--- src/hdl/tas_pkg.sv ---
// Package: request/result types, mode and event codes, and defaults for the sequencer.
package tas_pkg;

  localparam int MAX_SLOTS_DEF = 10;

  localparam logic [2:0] MODE_TICK  = 3'd0;
  localparam logic [2:0] MODE_RUN   = 3'd1;
  localparam logic [2:0] MODE_STOP  = 3'd2;
  localparam logic [2:0] MODE_CLEAR = 3'd3;
  localparam logic [2:0] MODE_ADD   = 3'd4;

  localparam logic [2:0] EV_NONE     = 3'd0;
  localparam logic [2:0] EV_START    = 3'd1;
  localparam logic [2:0] EV_STOP     = 3'd2;
  localparam logic [2:0] EV_UPDATE   = 3'd3;
  localparam logic [2:0] EV_FINISHED = 3'd4;

  typedef struct packed {
    logic [2:0]  mode;
    logic [3:0]  start_slot;
    logic [15:0] interval_ms;
    logic [15:0] duration_ms;
  } tas_req_t;

  typedef struct packed {
    logic [2:0] event_res;
    logic [3:0] action_slot;
    logic       sequence_running;
    logic [3:0] slot_count;
  } tas_res_t;

endpackage

--- src/hdl/tas_ram.sv ---
// Generic single-write, single-read RAM with registered read data.
module tas_ram #(
  parameter int WIDTH = 32,
  parameter int DEPTH = 16
) (
  input  logic                     clk,
  input  logic                     we,
  input  logic [$clog2(DEPTH)-1:0] waddr,
  input  logic [WIDTH-1:0]         wdata,
  input  logic [$clog2(DEPTH)-1:0] raddr,
  output logic [WIDTH-1:0]         rdata
);

  logic [WIDTH-1:0] mem [DEPTH];

  always_ff @(posedge clk) begin
    if (we) begin
      mem[waddr] <= wdata;
    end
    rdata <= mem[raddr];
  end

endmodule

--- src/hdl/tas_seq.sv ---
// Sequencer state, slot table, single-pass request step and result register.
module tas_seq #(
  parameter int MAX_SLOTS = tas_pkg::MAX_SLOTS_DEF
) (
  input  logic              clk,
  input  logic              rst,
  input  logic              req_valid,
  input  tas_pkg::tas_req_t req_q,
  input  logic              loop_enable,
  output logic              done,
  output tas_pkg::tas_res_t res
);
  import tas_pkg::*;

  localparam int CNT_W = $clog2(MAX_SLOTS + 1);
  localparam int CUR_W = (CNT_W > 4) ? CNT_W : 4;
  localparam int AW    = $clog2(MAX_SLOTS);

  logic [CNT_W-1:0] entries, entries_next;
  logic [CUR_W-1:0] current_slot, current_slot_next;
  logic             running, running_next;
  logic             slot_active, slot_active_next;
  logic [31:0]      elapsed_ticks, elapsed_ticks_next;
  logic [15:0]      wait0;
  logic             byp_hit;
  logic [31:0]      byp_data;
  logic [31:0]      ram_rdata;
  logic [31:0]      slot_data;
  logic             wr;
  tas_res_t         res_next;

  tas_ram #(.WIDTH(32), .DEPTH(MAX_SLOTS)) u_table (
    .clk   (clk),
    .we    (wr),
    .waddr (AW'(entries)),
    .wdata ({req_q.interval_ms, req_q.duration_ms}),
    .raddr (AW'(current_slot_next)),
    .rdata (ram_rdata)
  );

  assign slot_data = byp_hit ? byp_data : ram_rdata;

  always_comb begin
    logic [31:0]      el_inc;
    logic [CUR_W-1:0] ent_x;
    logic [CUR_W-1:0] cur_eff;
    logic [CUR_W-1:0] slot;
    logic [15:0]      wait_v;
    logic             wrap;
    logic             fin;
    entries_next       = entries;
    current_slot_next  = current_slot;
    running_next       = running;
    slot_active_next   = slot_active;
    elapsed_ticks_next = elapsed_ticks;
    wr                 = 1'b0;
    res_next.event_res = EV_NONE;
    slot               = '0;
    wrap               = 1'b0;
    fin                = 1'b0;
    el_inc  = (elapsed_ticks == 32'hFFFF_FFFF) ? elapsed_ticks : elapsed_ticks + 32'd1;
    ent_x   = CUR_W'(entries);
    cur_eff = current_slot;
    wait_v  = slot_data[31:16];
    if (req_valid) begin
      case (req_q.mode)
        MODE_TICK: begin
          if (running) begin
            elapsed_ticks_next = el_inc;
            if (!slot_active) begin
              if (current_slot >= ent_x) begin
                if (loop_enable && (entries != '0)) begin
                  wrap              = 1'b1;
                  current_slot_next = '0;
                end else begin
                  fin                = 1'b1;
                  running_next       = 1'b0;
                  res_next.event_res = EV_FINISHED;
                end
              end
              if (wrap) begin
                cur_eff = '0;
                wait_v  = wait0;
              end
              if (!fin && (cur_eff < CUR_W'(MAX_SLOTS)) && (el_inc > {16'd0, wait_v})) begin
                slot_active_next   = 1'b1;
                elapsed_ticks_next = '0;
                res_next.event_res = EV_START;
                slot               = cur_eff;
              end
            end else if (current_slot < CUR_W'(MAX_SLOTS)) begin
              slot = current_slot;
              if (el_inc > {16'd0, slot_data[15:0]}) begin
                slot_active_next   = 1'b0;
                current_slot_next  = current_slot + 1'b1;
                elapsed_ticks_next = '0;
                res_next.event_res = EV_STOP;
              end else begin
                res_next.event_res = EV_UPDATE;
              end
            end else begin
              slot_active_next = 1'b0;
            end
          end
        end
        MODE_RUN: begin
          if (!running) begin
            running_next       = 1'b1;
            elapsed_ticks_next = '0;
            current_slot_next  = CUR_W'(req_q.start_slot);
          end
        end
        MODE_STOP: begin
          if (running) begin
            running_next      = 1'b0;
            slot_active_next  = 1'b0;
            current_slot_next = '0;
          end
        end
        MODE_CLEAR: begin
          if (!running) begin
            current_slot_next = '0;
            entries_next      = '0;
          end
        end
        MODE_ADD: begin
          if (entries < CNT_W'(MAX_SLOTS)) begin
            wr           = 1'b1;
            entries_next = entries + 1'b1;
          end
        end
        default: begin
        end
      endcase
    end
    res_next.action_slot      = slot[3:0];
    res_next.sequence_running = running_next;
    res_next.slot_count       = 4'(entries_next);
  end

  always_ff @(posedge clk) begin
    if (rst) begin
      entries       <= '0;
      current_slot  <= '0;
      running       <= 1'b0;
      slot_active   <= 1'b0;
      elapsed_ticks <= '0;
      done          <= 1'b0;
      byp_hit       <= 1'b0;
    end else begin
      entries       <= entries_next;
      current_slot  <= current_slot_next;
      running       <= running_next;
      slot_active   <= slot_active_next;
      elapsed_ticks <= elapsed_ticks_next;
      done          <= req_valid;
      byp_hit       <= wr && (AW'(entries) == AW'(current_slot_next));
    end
  end

  always_ff @(posedge clk) begin
    byp_data <= {req_q.interval_ms, req_q.duration_ms};
    res      <= res_next;
    if (wr && (entries == '0)) begin
      wait0 <= req_q.interval_ms;
    end
  end

endmodule

--- src/hdl/timed_action_sequencer.sv ---
// Top level of the timed action sequencer: request register, config register, sequencer core.
module timed_action_sequencer #(
  parameter int MAX_SLOTS = tas_pkg::MAX_SLOTS_DEF
) (
  input  logic              clk,
  input  logic              rst,
  input  logic              start,
  output logic              busy,
  input  tas_pkg::tas_req_t req,
  output logic              done,
  output tas_pkg::tas_res_t res,
  input  logic              cfg_we,
  input  logic              cfg_wdata
);
  // Takes one request per clock cycle; busy stays low. Each request gives exactly
  // one result, strobed by done after the request register and then the single-pass
  // step into the result register. The result cannot be stalled.
  // Slot values come from a table RAM whose read is prefetched for the next slot.
  import tas_pkg::*;

  logic     req_valid;
  tas_req_t req_q;
  logic     loop_enable;

  assign busy = 1'b0;

  always_ff @(posedge clk) begin
    if (rst) begin
      req_valid   <= 1'b0;
      loop_enable <= 1'b0;
    end else begin
      req_valid <= start && !busy;
      if (cfg_we) begin
        loop_enable <= cfg_wdata;
      end
    end
  end

  always_ff @(posedge clk) begin
    req_q <= req;
  end

  tas_seq #(.MAX_SLOTS(MAX_SLOTS)) u_seq (
    .clk         (clk),
    .rst         (rst),
    .req_valid   (req_valid),
    .req_q       (req_q),
    .loop_enable (loop_enable),
    .done        (done),
    .res         (res)
  );

`ifndef NO_ASSERTIONS
  a_latency: assert property (@(posedge clk) disable iff (rst)
    (start && !busy) |=> ##1 done)
    else $error("result missing two cycles after request");

  a_count: assert property (@(posedge clk) disable iff (rst)
    done |-> (32'(res.slot_count) <= 32'(MAX_SLOTS)))
    else $error("slot count beyond table size");

  a_fin: assert property (@(posedge clk) disable iff (rst)
    (done && (res.event_res == EV_FINISHED)) |-> !res.sequence_running)
    else $error("finished while still running");

  a_slot_ev: assert property (@(posedge clk) disable iff (rst)
    (done && ((res.event_res == EV_START) || (res.event_res == EV_STOP) ||
              (res.event_res == EV_UPDATE))) |-> res.sequence_running)
    else $error("slot event while idle");
`endif

endmodule
--- config.mk ---
export PLATFORM = sky130hd
export DESIGN_NAME = timed_action_sequencer
export DESIGN_NICKNAME = d
export VERILOG_FILES = /design/src/hdl/tas_pkg.sv /design/src/hdl/tas_ram.sv /design/src/hdl/tas_seq.sv /design/src/hdl/timed_action_sequencer.sv
export SDC_FILE = /design/constraint.sdc
export NUM_CORES = 1
export LEC_CHECK = 0
export BUFFER_PORTS_ARGS = -buffer_cell sky130_fd_sc_hd__buf_4
export CAP_MARGIN = 20
export CORE_ASPECT_RATIO = 2
export CORE_MARGIN = 4
export CORE_UTILIZATION = 65
export DETAILED_ROUTE_END_ITERATION = 8
export PLACE_DENSITY_LB_ADDON = 0.12
export SLEW_MARGIN = 20
export SYNTH_ARGS = -nofsm -noshare
export SYNTH_HDL_FRONTEND = slang
export SYNTH_SLANG_ARGS = --single-unit
--- constraint.sdc ---
create_clock -name clk -period 9.9 [get_ports clk]
set_clock_uncertainty 0.15 [all_clocks]
set_input_delay 0.495 -clock clk [delete_from_list [all_inputs] [get_ports clk]]
set_output_delay 0.495 -clock clk [all_outputs]
set_load 0.005 [all_outputs]
== Yosys cells after proc, flatten, opt, wreduce, memory -nomap -nowiden ==
Memory sizes are Yosys's and may differ from the RTL's. A register that Yosys moved wholly into a read port is not among the register bits.
Index checks and enable logic that the tools add are counted.

* $add $sub $neg: 3
* Order comparisons: 6
* Eq/ne operators: 9
* Muxes and demuxes: 72
* Reductions and logical operators: 14

{| class="wikitable"
|+ Operator list
! operator !! number
|-
| 32-bit 2-to-1 mux || 8
|-
| 4-bit 2-to-1 mux || 21
|-
| 16-bit 2-to-1 mux || 5
|-
| 32-bit by 16-bit greater-than comparator with 1-bit output || 2
|-
| 32-bit case mux with 2 select lines || 1
|-
| 32-bit by 1-bit adder with 32-bit output, second input constant || 1
|-
| 32-bit equality test, second input constant || 1
|-
| 1-bit 2-to-1 mux || 28
|-
| 4-bit case mux with 4 select lines || 1
|-
| 3-bit 2-to-1 mux || 5
|-
| 4-bit less-than comparator, second input constant || 3
|-
| 4-bit by 1-bit adder with 4-bit output, second input constant || 2
|-
| 4-bit case mux with 2 select lines || 1
|-
| 4-bit AND reduction || 2
|-
| 3-bit by 2-bit equality test with 1-bit output, second input constant || 2
|-
| 1-bit logical AND || 5
|-
| 4-bit equality test || 1
|-
| 4-bit greater-or-equal comparator || 1
|-
| 4-bit zero test || 1
|-
| 2-bit by 1-bit inequality test with 1-bit output, second input constant || 2
|-
| 2-bit nonzero test || 2
|-
| 4-bit nonzero test || 1
|-
| 3-bit by 1-bit equality test with 1-bit output, second input constant || 1
|-
| 3-bit equality test, second input constant || 1
|-
| other kinds (6) || 6
|}

* Register bits after elaboration: 145
* Memory bits (writable): 320
* Input port bits: 44
* Output and inout bits: 14
* Logic and storage cells: 124
* Memories: 1

{| class="wikitable"
|+ Memory list
! memory !! depth !! width !! rd ports !! clocked after Yosys merged registers in !! write ports !! line !! source
|-
| u_seq.u_table.mem || 10 || 32 || 1 || 1 || 1 || tas_ram.sv:14 || <nowiki>logic [WIDTH-1:0] mem [DEPTH];</nowiki>
|}

== Logic depth before layout (Yosys ltp) ==
* Depth after elaboration: 20
* Gate-level depth with buffers: 25
* Gate-level depth less buffers: 22

== Cells and area by module ==
From an unflattened synthesis, not the netlist that was laid out.

* Cell total of the unflattened synthesis: 1,408
* Area total of the unflattened synthesis: 19,951.6 sq um

{| class="wikitable"
|+ By module, submodules not included
! module !! instances !! cells each !! area each (sq um) !! seq. area each (sq um)
|-
| tas_ram || 1 || 698 || 13,290.2 || 10,249.8
|-
| tas_seq || 1 || 664 || 5,809.3 || 2,242.2
|-
| timed_action_sequencer || 1 || 46 || 852.1 || 820.8
|}

== Worst setup path after synthesis ==
No wires, ideal clock.

* Path type: flip-flop to flip-flop
* Start: reg u_seq.elapsed_ticks[0]
* End: reg u_seq.u_table.rdata[10], read port of u_seq.u_table.mem
* Library setup time: 0.142 ns
* Arrival time: 4.949 ns
* Data required time: 9.608 ns
* Slack: 4.659 ns
* Cell stages (with the launch flop): 23
* Period minus slack after synthesis: 5.241 ns
* Path through: dfxtp_1 -> ha_1 -> nand4_2 -> nor4_1 -> and2_1 -> nor2_1 -> nand3_1 -> nor2_1 -> nand4_1 -> xnor2_1 -> ha_1 -> o21a_1 -> o21ai_0 -> a21oi_1 -> or4_1 -> o31ai_1 -> o311ai_1 -> a21oi_1 -> buf_4 -> buf_2 -> mux2_2 -> a2111oi_0 -> a221oi_1

* Cells in the longest elaborated chain, start to end: 9
* Elaborated cells on any way between the ends: 10
* Classes of those cells: 1 x add/sub; 1 x order compare; 1 x eq/ne; 7 x mux

{| class="wikitable"
|+ RTL lines
! what !! line !! source
|-
| start: declaration || tas_seq.sv:23 || <nowiki>logic [31:0] elapsed_ticks, elapsed_ticks_next;</nowiki>
|-
| start signal: assignment || tas_seq.sv:155 || <nowiki>elapsed_ticks <= elapsed_ticks_next;</nowiki>
|-
| 32-bit by 1-bit adder with 32-bit output / 32-bit equality test (equally long branches) || tas_seq.sv:61 || <nowiki>el_inc = (elapsed_ticks == 32'hFFFF_FFFF) ? elapsed_ticks : elapsed_ticks + 32'd1;</nowiki>
|-
| 32-bit 2-to-1 mux * || tas_seq.sv:61 ||
|-
| 32-bit by 16-bit greater-than comparator with 1-bit output * || tas_seq.sv:93 || <nowiki>if (el_inc > {16'd0, slot_data[15:0]}) begin</nowiki>
|-
| 4-bit 2-to-1 mux * || tas_seq.sv:93 ||
|-
| 4-bit 2-to-1 mux * || tas_seq.sv:91 || <nowiki>end else if (current_slot < CUR_W'(MAX_SLOTS)) begin</nowiki>
|-
| 4-bit 2-to-1 mux * || tas_seq.sv:70 || <nowiki>if (!slot_active) begin</nowiki>
|-
| 4-bit 2-to-1 mux * || tas_seq.sv:68 || <nowiki>if (running) begin</nowiki>
|-
| 4-bit case mux with 4 select lines * || tas_seq.sv:66 || <nowiki>case (req_q.mode)</nowiki>
|-
| 4-bit 2-to-1 mux * || tas_seq.sv:65 || <nowiki>if (req_valid) begin</nowiki>
|-
| end: declaration || tas_ram.sv:11 || <nowiki>output logic [WIDTH-1:0] rdata</nowiki>
|}

Mark *: on every way between the ends. The rest lies on a longest branch, timed or not.
A chain may end at the register's enable or synchronous reset.

== Worst setup path after layout ==
* Start: reg u_seq.elapsed_ticks[0]
* End: reg u_seq.u_table.rdata[21], read port of u_seq.u_table.mem

The elaborated chain is that of the path after synthesis.

==> flow_summary.yaml <==
status:
  outcome: "completed"
timing:
  finalHoldWorstSlack_ns: 0.08747
  worst_slew_pin_slew_ns: 1.111
  period_needed_ns: 6.815
  max_clock_freq_mhz: 146.7
  unrepaired_setup_endpoints_after_global_routing: "false"
  final_critical_path_share_of_the_clock_period: 0.6884
  max_slew_headroom: 0.2596
  setup_viol_count_final: 0
  timing.final.max_slew_violations: 0
  final_hold_viol_count: 0
  setup_tns_final_ns: 0
logic_synthesis:
  postSynth.asyncResetShare: 0
  register_bit_count_reported_by_yosys: 481
  synthDistinctLibCells: 66
  syn_avg_cell_area_sq_um: 13.71
  synth_top_cell_by_area: "sky130_fd_sc_hd__edfxtp_1"
  syn-num-nets: 1500
  synth.yosys.seq_area_share: 0.6617
  synth_edf_count: 320
  synth_area_leaders: "sky130_fd_sc_hd__edfxtp_1 50%, sky130_fd_sc_hd__dfxtp_1 17%, sky130_fd_sc_hd__mux2i_1 6.6%"
  yosysWarnings: 0
  synth-main-ff-cell: "sky130_fd_sc_hd__edfxtp_1"
  synthesis.area_sq_um: 19390
  synth_top_area_share: 0.4955
  netlist_instances: 1414
route:
  vias_per_cell: 6.316
  first_pass_iters: 6
  ant_nets: 0
  wirelength_per_cell_microns: 22.94
  drc: 0
  totalWireLength_microns: 43240
  num_vias: 11906
  drtIter0Drc: 737
floorplanning:
  fp.dieW_microns: 130.1
  floorplan.initialDensity: 0.6572
  std_cell_rows: 89
  die_height_microns: 252.3
  total_die_area_sq_um: 32830
  floorplan.core_area_sq_um: 29510
  design.portCount: 58
pwr:
  leakage_nw: 8.135
  worst_supply_voltage_drop_on_vdd_v: 0.0001938
  power_per_cell_area_nw_per_um2: 181.3
cts:
  tritoncts: "built"
  cts_setup_buffers: 0
  worst_setup_hold_path_clk_slew_ns: 0.07
  cts-htree-levels: 2
  cells_resized_by_post_cts_repair: 0
  clock-root-buffer: "sky130_fd_sc_hd__clkbuf_16"
  clock_sink_count: 481
  clk-insertion-delay-late_ns: 0.56
  cts_buffers: 41
  clockBufferDepth: 3
setup_path:
  worst_setup_path_start_kind: "flip-flop"
  ff2ff_path_depth: 21
  endpoint_kind: "flip-flop"
  crit_path_max_incr_delay_ns: 0.77
  path_class: "flip-flop to flip-flop"
  slowest_cell_on_the_critical_path: "sky130_fd_sc_hd__buf_12"
  rrSetupSlack_ns: 3.08
  critPathRequiredTime_ns: 10.12
  critical_path.reg2reg.startpoint: "u_seq.elapsed_ticks[0]"
  timing.critical_path.fanout_max: 163
  cp_cell_sequence: "ha_1 -> nand4_2 -> nor4_1 -> and2_1 -> nor2_1 -> nand3_1 -> nor2_1 -> nand2_1 -> xnor2_1 -> ha_1 -> a21boi_0 -> o21ai_0 -> a21oi_1 -> or4_1 -> o31ai_1 -> o311ai_1 -> a21oi_4 -> buf_12 -> mux2_2 -> a2111oi_0 -> a221oi_1"
  arrival_ns: 7.04
  crit-reg2reg-capture: "u_seq.u_table.rdata[21]"
min_path:
  hold_path_class: "input port to flip-flop"
  min_delay_worst_endpoint: "loop_enable"
  holdPathStages: 3
  holdCritStartpoint: "cfg_wdata"
place:
  number_of_cells_after_detailed_placement: 1770
  io_buffer_count: 56
  placement.cell_area_sq_um: 20020
  dp.final_hpwl_microns: 25280
  gp_routability_congestion: 0.9679
layout:
  antenna_cells: 0
  layoutNonFillerInstCount: 1885
  syn_to_final_growth_pct: 12.32
  final_nets: 1575
  final_area_sq_um: 21780
  layout_commonest_cell: "sky130_fd_sc_hd__edfxtp_1"
  most_frequent_cells_in_the_layout: "320 x sky130_fd_sc_hd__edfxtp_1, 160 x sky130_fd_sc_hd__dfxtp_1, 128 x sky130_fd_sc_hd__mux2i_1"
  drive_above_1_share: 0.1538
global_routing:
  grt_first_pass_wirelength_microns: 66340
  antenna_found_initial: 0
  grt_usage: 0.2647
  largest_net_degree_at_the_start_of_global_routing: 164
  first_global_vias: 12139
  globalRouteOverflowTotal: 0
run:
  count_of_maximum_capacitance_violations: 0
[worst max-delay path, delay by kind of cell, from the launching register on]
family,cells,cell delay [ns]
XOR/XNOR,1,0.18
adder cells (fa/ha/maj),2,0.56
flip-flops,1,0.43
AO/OA/AOI/OAI,8,1.73
AND/OR/NAND/NOR,8,2.27
buffers and inverters,1,0.77
multiplexers,1,0.42
[report_power, final]
group	switching (mW)	leakage (nW)	internal [mW]
Sequential	0.0287	4.21	2.17
Clock	0.720	0.647	0.907
Combinational	0.0681	3.27	0.0588
Total	0.817	8.13	3.13
[flip-flops by register name, summed over array words and instances, names as in the netlist]
name,flops
u_seq.u_table.mem,306
req_q,39
u_seq.byp_data,32
u_seq.elapsed_ticks,32
u_seq.u_table.rdata,32
u_seq.wait0,14
u_seq.res,12
u_seq.current_slot,4
u_seq.entries,4
loop_enable,1
req_valid,1
u_seq.byp_hit,1
u_seq.done,1
u_seq.running,1
u_seq.slot_active,1
[layout make-up]
| type | count | area [sq um] |
|---|---|---|
| repair buffers | 107 | 915.9 |
| multi-input cells | 844 | 6167 |
| fillers | 1888 | 7727 |
| flip-flops and latches | 481 | 12830 |
| inverters | 14 | 52.55 |
| well taps | 364 | 455.4 |
| clock buffers | 51 | 1104 |
| clock inverters | 24 | 254.0 |
[metal layers]
layer / global-route usage / vias up / share of wire
li1: - / 5519 / -
met3: 0.03215 / 101 / 0.037
met1: 0.3003 / 5958 / 0.37
met5: 0 / - / 0
met4: 0.1144 / 0 / 0.042
met2: 0.4900 / 328 / 0.55
[cell families after synthesis]
logic type,Yosys count,synth area share
simple gates,324,0.08355
xor+xnor,25,0.01129
flops,481,0.6617
mux,192,0.1032
compound gates,260,0.09098
buf+inv,89,0.02194
fa+ha+maj,42,0.02710
other cells,1,0.0001934
[stage by stage]
stage            util  power, mW  worst slack (ns)
6_report       0.7381      3.949             3.085
5_1_grt        0.7381      4.064             2.561
4_1_cts        0.7381      3.968             3.175
3_5_place_dp   0.6786      2.352             3.218
3_3_place_gp   0.6786      2.347             3.499
2_1_floorplan       -      2.300             4.659
[repair_timing]
action / 4_1_cts / 5_1_grt
hold endpoints to repair: 40 / 0
setup endpoints to repair: 0 / 0
hold buffers: 40 / 0
[cells in the mapped netlist, types with 15 or more instances]
cell type and number:
sky130_fd_sc_hd__a2111oi_0 33, sky130_fd_sc_hd__a21oi_1 49, sky130_fd_sc_hd__a221oi_1 31, sky130_fd_sc_hd__and2_1 22
sky130_fd_sc_hd__buf_2 18, sky130_fd_sc_hd__clkbuf_1 40, sky130_fd_sc_hd__dfxtp_1 161, sky130_fd_sc_hd__edfxtp_1 320
sky130_fd_sc_hd__ha_1 42, sky130_fd_sc_hd__mux2_2 64, sky130_fd_sc_hd__mux2i_1 128, sky130_fd_sc_hd__nand2_1 77
sky130_fd_sc_hd__nand3_1 21, sky130_fd_sc_hd__nand4_1 15, sky130_fd_sc_hd__nor2_1 101, sky130_fd_sc_hd__nor3_1 21
sky130_fd_sc_hd__o21ai_0 73, sky130_fd_sc_hd__o31ai_1 16, sky130_fd_sc_hd__xnor2_1 19
[worst max path at each step]
stage	from	end	slack, ns	cells after the start
floorplan	u_seq.elapsed_ticks[0]	u_seq.u_table.rdata[10]	4.66	22
global placement	u_seq.elapsed_ticks[0]	u_seq.u_table.rdata[26]	3.50	21
detailed placement	u_seq.elapsed_ticks[0]	u_seq.u_table.rdata[21]	3.22	21
CTS	u_seq.elapsed_ticks[0]	u_seq.u_table.rdata[21]	3.17	21
global route	u_seq.elapsed_ticks[0]	u_seq.u_table.rdata[25]	2.56	21
finish	u_seq.elapsed_ticks[0]	u_seq.u_table.rdata[21]	3.08	21
Power figures use the tool's default switching activity.
